**src/hw/rtl/npwr_pkg.sv**
```systemverilog
package npwr_pkg;

  localparam int unsigned SLOT_W   = 6;
  localparam int unsigned ID_W     = 7;
  localparam int unsigned RAD_W    = 18;
  localparam int unsigned FIELD_W  = 18;
  localparam int unsigned IN_W     = 88;
  localparam int unsigned OUT_W    = 8;

  localparam logic [ID_W-1:0]  ID_MAX         = 7'd64;
  localparam logic [RAD_W-1:0] DEF_RADIUS_RST = 18'd256;

  typedef enum logic [1:0] {
    OP_DECLARE = 2'd0,
    OP_PLACE   = 2'd1,
    OP_QUERY   = 2'd2,
    OP_CLEAR   = 2'd3
  } op_e;

  typedef enum logic [3:0] {
    ST_IDLE  = 4'b0001,
    ST_WALK  = 4'b0010,
    ST_DRAIN = 4'b0100,
    ST_DONE  = 4'b1000
  } state_e;

  typedef struct packed {
    logic run;
    logic used;
    logic first;
    logic last;
  } tag_t;

  typedef struct packed {
    logic            done;
    logic            found;
    logic [ID_W-1:0] id;
  } res_t;

endpackage

```
**src/hw/rtl/npwr_dist.sv**
```systemverilog
module npwr_dist #(
  parameter int unsigned COORD_BITS = 18
) (
  input  logic                              clk_i,
  input  logic                              rst_ni,
  input  npwr_pkg::tag_t                    tag_i,
  input  logic [npwr_pkg::ID_W-1:0]         id_i,
  input  logic [COORD_BITS-1:0]             sx_i,
  input  logic [COORD_BITS-1:0]             sy_i,
  input  logic [COORD_BITS-1:0]             sz_i,
  input  logic [npwr_pkg::RAD_W-1:0]        rad_i,
  input  logic [COORD_BITS-1:0]             qx_i,
  input  logic [COORD_BITS-1:0]             qy_i,
  input  logic [COORD_BITS-1:0]             qz_i,
  output npwr_pkg::res_t                    res_o
);

  localparam int unsigned CB   = COORD_BITS;
  localparam int unsigned SQW  = 2 * CB;
  localparam int unsigned D2W  = 2 * CB + 2;
  localparam int unsigned R2W  = 2 * npwr_pkg::RAD_W;
  localparam int unsigned CMPW = (D2W > R2W) ? D2W : R2W;

  logic signed [CB:0] dx, dy, dz;
  logic [CB:0]        mx, my, mz;

  npwr_pkg::tag_t              tag1_q, tag2_q, tag3_q;
  logic [npwr_pkg::ID_W-1:0]   id1_q, id2_q, id3_q;
  logic [npwr_pkg::RAD_W-1:0]  rad1_q;
  logic [CB-1:0]               ax_q, ay_q, az_q;
  logic [SQW-1:0]              sqx_q, sqy_q, sqz_q;
  logic [R2W-1:0]              r2_2_q, r2_3_q;
  logic [D2W-1:0]              d2_q;

  logic [D2W-1:0]              best_d2_q;
  logic [npwr_pkg::ID_W-1:0]   best_id_q;
  logic                        have_q;
  logic                        done_q;

  logic have_eff, covered, better, hit;

  assign dx = $signed({sx_i[CB-1], sx_i}) - $signed({qx_i[CB-1], qx_i});
  assign dy = $signed({sy_i[CB-1], sy_i}) - $signed({qy_i[CB-1], qy_i});
  assign dz = $signed({sz_i[CB-1], sz_i}) - $signed({qz_i[CB-1], qz_i});
  assign mx = dx[CB] ? $unsigned(-dx) : $unsigned(dx);
  assign my = dy[CB] ? $unsigned(-dy) : $unsigned(dy);
  assign mz = dz[CB] ? $unsigned(-dz) : $unsigned(dz);

  always_ff @(posedge clk_i or negedge rst_ni) begin
    if (!rst_ni) begin
      tag1_q <= '0;
      tag2_q <= '0;
      tag3_q <= '0;
    end else begin
      tag1_q <= tag_i;
      tag2_q <= tag1_q;
      tag3_q <= tag2_q;
    end
  end

  always_ff @(posedge clk_i) begin
    ax_q   <= mx[CB-1:0];
    ay_q   <= my[CB-1:0];
    az_q   <= mz[CB-1:0];
    rad1_q <= rad_i;
    id1_q  <= id_i;
    sqx_q  <= SQW'(ax_q) * SQW'(ax_q);
    sqy_q  <= SQW'(ay_q) * SQW'(ay_q);
    sqz_q  <= SQW'(az_q) * SQW'(az_q);
    r2_2_q <= R2W'(rad1_q) * R2W'(rad1_q);
    id2_q  <= id1_q;
    d2_q   <= D2W'(sqx_q) + D2W'(sqy_q) + D2W'(sqz_q);
    r2_3_q <= r2_2_q;
    id3_q  <= id2_q;
  end

  assign have_eff = have_q & ~tag3_q.first;
  assign covered  = CMPW'(d2_q) <= CMPW'(r2_3_q);
  assign better   = !have_eff || (d2_q < best_d2_q);
  assign hit      = tag3_q.run && tag3_q.used && covered && better;

  always_ff @(posedge clk_i or negedge rst_ni) begin
    if (!rst_ni) begin
      have_q    <= 1'b0;
      best_id_q <= '0;
      done_q    <= 1'b0;
    end else begin
      done_q <= tag3_q.run && tag3_q.last;
      if (hit) begin
        have_q    <= 1'b1;
        best_id_q <= id3_q;
      end else if (tag3_q.run && tag3_q.first) begin
        have_q    <= 1'b0;
        best_id_q <= '0;
      end
    end
  end

  always_ff @(posedge clk_i) begin
    if (hit) begin
      best_d2_q <= d2_q;
    end
  end

  assign res_o.done  = done_q;
  assign res_o.found = have_q;
  assign res_o.id    = best_id_q;

endmodule

```
**config.mk**
```make
export PLATFORM = sky130hd
export DESIGN_NAME = npwr_dist
export DESIGN_NICKNAME = d
export VERILOG_FILES = /design/src/hw/rtl/npwr_pkg.sv /design/src/hw/rtl/npwr_dist.sv
export SDC_FILE = /design/constraint.sdc
export NUM_CORES = 2
export LEC_CHECK = 0
export BUFFER_PORTS_ARGS = -buffer_cell sky130_fd_sc_hd__buf_4
export CELL_PAD_IN_SITES_DETAIL_PLACEMENT = 1
export CELL_PAD_IN_SITES_GLOBAL_PLACEMENT = 1
export CORE_ASPECT_RATIO = 1.4
export CORE_MARGIN = 5
export CORE_UTILIZATION = 54
export CTS_CLUSTER_DIAMETER = 150
export DETAILED_ROUTE_END_ITERATION = 12
export PLACE_DENSITY = 0.86
export SYNTH_ARGS = -nofsm -noshare
export SYNTH_HDL_FRONTEND = slang
export SYNTH_SLANG_ARGS = --single-unit
```
**constraint.sdc**
```tcl
create_clock -name clk_i -period 18 [get_ports clk_i]
set_clock_uncertainty 0.1 [all_clocks]
set_input_delay 1.8 -clock clk_i [delete_from_list [all_inputs] [get_ports clk_i]]
set_output_delay 1.8 -clock clk_i [all_outputs]
set_load 0.01 [all_outputs]
```
==> impl_metrics.yaml <==
setup_path:
  worst_setup_path_end_kind: "flip-flop"
  cp_slowest_cell: "dfxtp_1"
  reg2reg_from: "az_q[8]$_DFF_P_"
  path_delay_family: "adder cells"
  slowest_delay_ps: 750
  arrival_ps: 8190
  critPathKind: "flip-flop to flip-flop"
  crit-reg2reg-capture: "sqz_q[35]$_DFF_P_"
  cp-start-kind: "flip-flop"
  critPathMaxFanout: 18
  path_depth: 24
  cp-endpoint: "sqz_q[35]$_DFF_P_"
  reg2reg_setup_slack_ps: 10240
  crit_buf_inv: 6
  worstPathRequired_ps: 18430
  r2r_cells: 24
  crit_chain: "and2_1 -> inv_1 -> fa_1 -> inv_1 -> fa_1 -> inv_1 -> fa_1 -> fa_1 -> inv_1 -> fa_1 -> inv_1 -> fa_1 -> inv_1 -> ha_1 -> a21oi_1 -> o21ai_0 -> a221o_1 -> o31ai_1 -> a21oi_1 -> a221oi_1 -> a22oi_1 -> a221o_1 -> a21oi_1 -> xnor2_1"
  startpoint: "az_q[8]$_DFF_P_"
sta:
  postLayoutSetupSlackWorst_ps: 10240
  setup_violations: 0
  timing.hold.ws_ps: 217.6
  rsz0062_at_grt: "no"
  worst_slew_margin_rel_pct: 34.07
  min_period_ps: 7763
  max_freq_mhz: 128.8
  hold_viol_final: 0
  worst_slew_pin_slew_ps: 987.6
  maxSlewViolCount: 0
  tns_ps: 0
  period_share_pct: 43.13
clocking:
  postCtsSetupBuffers: 0
  ctsResizeCount: 0
  clk-insertion-delay-late_ps: 620
  cts_made_buffers: 40
  ctsLongestPathBuffers: 3
  cts_tree: "done"
  cts.reportedPaths.clkPinSlew_ps: 70
  cts_sinks: 365
  h-tree-depth: 2
  holdBufCountCts: 0
  cts_root_buf: "clkbuf_16"
synthesis:
  synthAdderAreaFrac_pct: 49.75
  synth_top_family_by_area: "adder cells"
  yosys_warnings: 0
  synth_mux_area_share_pct: 0.4570
  synth-edff-count: 38
  synthesis.area_mm2: 0.05202
  synth_top_area_share_pct: 34.90
  ys_ff_latch: 365
  async_reset_ff_share_pct: 5.753
  synth_most_common_cell: "inv_1"
  yosysSeqAreaShare_pct: 14.98
  ys_types: 87
  synth_common_cells: "inv_1, fa_1, ha_1"
  synth_top_area_cell: "fa_1"
  synth_area_per_cell_um2: 9.419
  synth-compound-area-share_pct: 8.365
  syn-instance-count: 5523
  synthFlopType: "dfxtp_1"
  synth_xor_area_share_pct: 4.394
  synth_simple_gate_area_share_pct: 11.02
  synth.area.top_cells: "fa_1, ha_1, dfxtp_1, inv_1, nand2_1"
grt:
  grt_pass1_wl_um: 236800
  met2_usage_pct: 56.90
  gr-total-overflow: 0
  antenna_found_initial: 0
  grt_max_degree: 27
  grt_busiest_layer: "met2"
  use_met1_pct: 28.82
  grtUsageTotal_pct: 28.75
  grt_pass1_vias: 46890
  met3_usage_pct: 3.399
placement:
  dp_slack_ps: 10260
  place_area_mm2: 0.05430
  numPortBuffers: 147
  gp_congestion: 0.8547
  dp_hpwl_um: 118500
route:
  via_count: 38650
  dr.first_iter.drc_count: 1574
  routed_wirelength_um: 144700
  drcViolationCount: 0
  routed_via_density: 5.630
  firstDrtPassIters: 6
  detail-route-antenna-nets: 0
  post_drt_wl_per_cell_um: 21.08
floorplanning:
  die-area_mm2: 0.1027
  die_h_um: 377.2
  initial_core_util_pct: 54.43
  core_mm2: 0.09557
  die_width_um: 272.3
  num_rows: 134
  pin_count: 148
final_layout:
  final_cell_area_mm2: 0.05561
  drive_gt1_share_pct: 5.035
  nets: 7274
  area.growth.synth_to_final_pct: 6.908
  num-fill-cells: 10890
  diodes: 0
flow_run:
  max_cap_viol_count: 0
worst_hold_path:
  min_path_type: "flip-flop to flip-flop"
outcome:
  status: "complete, no violations"
kinds of logic after synthesis:
family / count (synthesis)
flops: 365
fa+ha+maj: 1524
compound gates: 655
mux: 23
buf+inv: 1526
simple gates: 1168
other cells: 1
xor+xnor: 261
flip-flops by register name, indices dropped and copies added, names as in the netlist:
name	cells
ax_q	18
ay_q	18
az_q	18
best_d2_q	38
best_id_q	7
d2_q	38
done_q	1
have_q	1
id1_q	7
id2_q	7
id3_q	7
r2_2_q	35
r2_3_q	35
rad1_q	18
sqx_q	35
sqy_q	35
sqz_q	35
tag1_q	4
tag2_q	4
tag3_q	4
worst min path at each step:
| stage | depth (start not counted) | end | slack [ps] | startpoint |
|---|---|---|---|---|
| after floorplan | 0 | id2_q[0]$_DFF_P_ | 210 | id1_q[0]$_DFF_P_ |
| after global placement | 0 | r2_3_q[2]$_DFF_P_ | 210 | r2_2_q[2]$_DFF_P_ |
| after detailed placement | 0 | id3_q[1]$_DFF_P_ | 210 | id2_q[1]$_DFF_P_ |
| after CTS | 0 | id3_q[2]$_DFF_P_ | 220 | id2_q[2]$_DFF_P_ |
| after global routing | 0 | r2_3_q[7]$_DFF_P_ | 230 | r2_2_q[7]$_DFF_P_ |
| final | 0 | id3_q[2]$_DFF_P_ | 220 | id2_q[2]$_DFF_P_ |
worst register-to-register path, delay by kind of cell (launching register included):
| kind | cells | cell delay [ps] |
|---|---|---|
| adder cells (fa/ha/maj) | 7 | 3450 |
| AO/OA/AOI/OAI | 9 | 2620 |
| flip-flops | 1 | 750 |
| buffers and inverters | 6 | 370 |
| AND/OR/NAND/NOR | 1 | 280 |
| XOR/XNOR | 1 | 150 |
per-stage QoR:
step | instances | util [%]
finish | 6865 | 58.19
CTS | 6865 | 58.19
floorplan | 5525 | -
global route | 6865 | 58.19
detailed placement | 6793 | 56.82
global placement | 6793 | 56.82
per-layer routing:
layer / share of wire (%) / routed length (um)
met2: 57 / 81800
met1: 34 / 48610
met3: 3.6 / 5235
met5: 0 / 0
met4: 6.3 / 9096
layout by cell type (no fill, tap or decap), types with 66 or more instances in the layout:
master,netlist,layout
and2_1,232,232
xnor2_1,195,195
a21o_1,104,104
inv_1,1417,1417
ha_1,617,617
nor2_1,170,170
fa_1,907,907
o21ai_0,116,116
buf_4,2,153
nand2_1,463,463
xor2_1,66,66
dfxtp_1,306,306
a21oi_1,177,177
cell type report:
| type | count | area [um^2] | share of cell area [%] |
|---|---|---|---|
| Tap cell | 1224 | 1531 | 2.754 |
| Sequential cell | 365 | 7792 | 14.01 |
| Multi-Input combinational cell | 3634 | 38510 | 69.25 |
| Clock inverter | 23 | 252.7 | 0.4545 |
| Clock buffer | 49 | 1056 | 1.899 |
| Timing Repair Buffer | 153 | 1149 | 2.065 |
| Inverter | 1417 | 5319 | 9.564 |
Power is left out: the tool's default activity adds up to more than one toggle a clock period on the data nets, which glitch-free logic cannot reach.
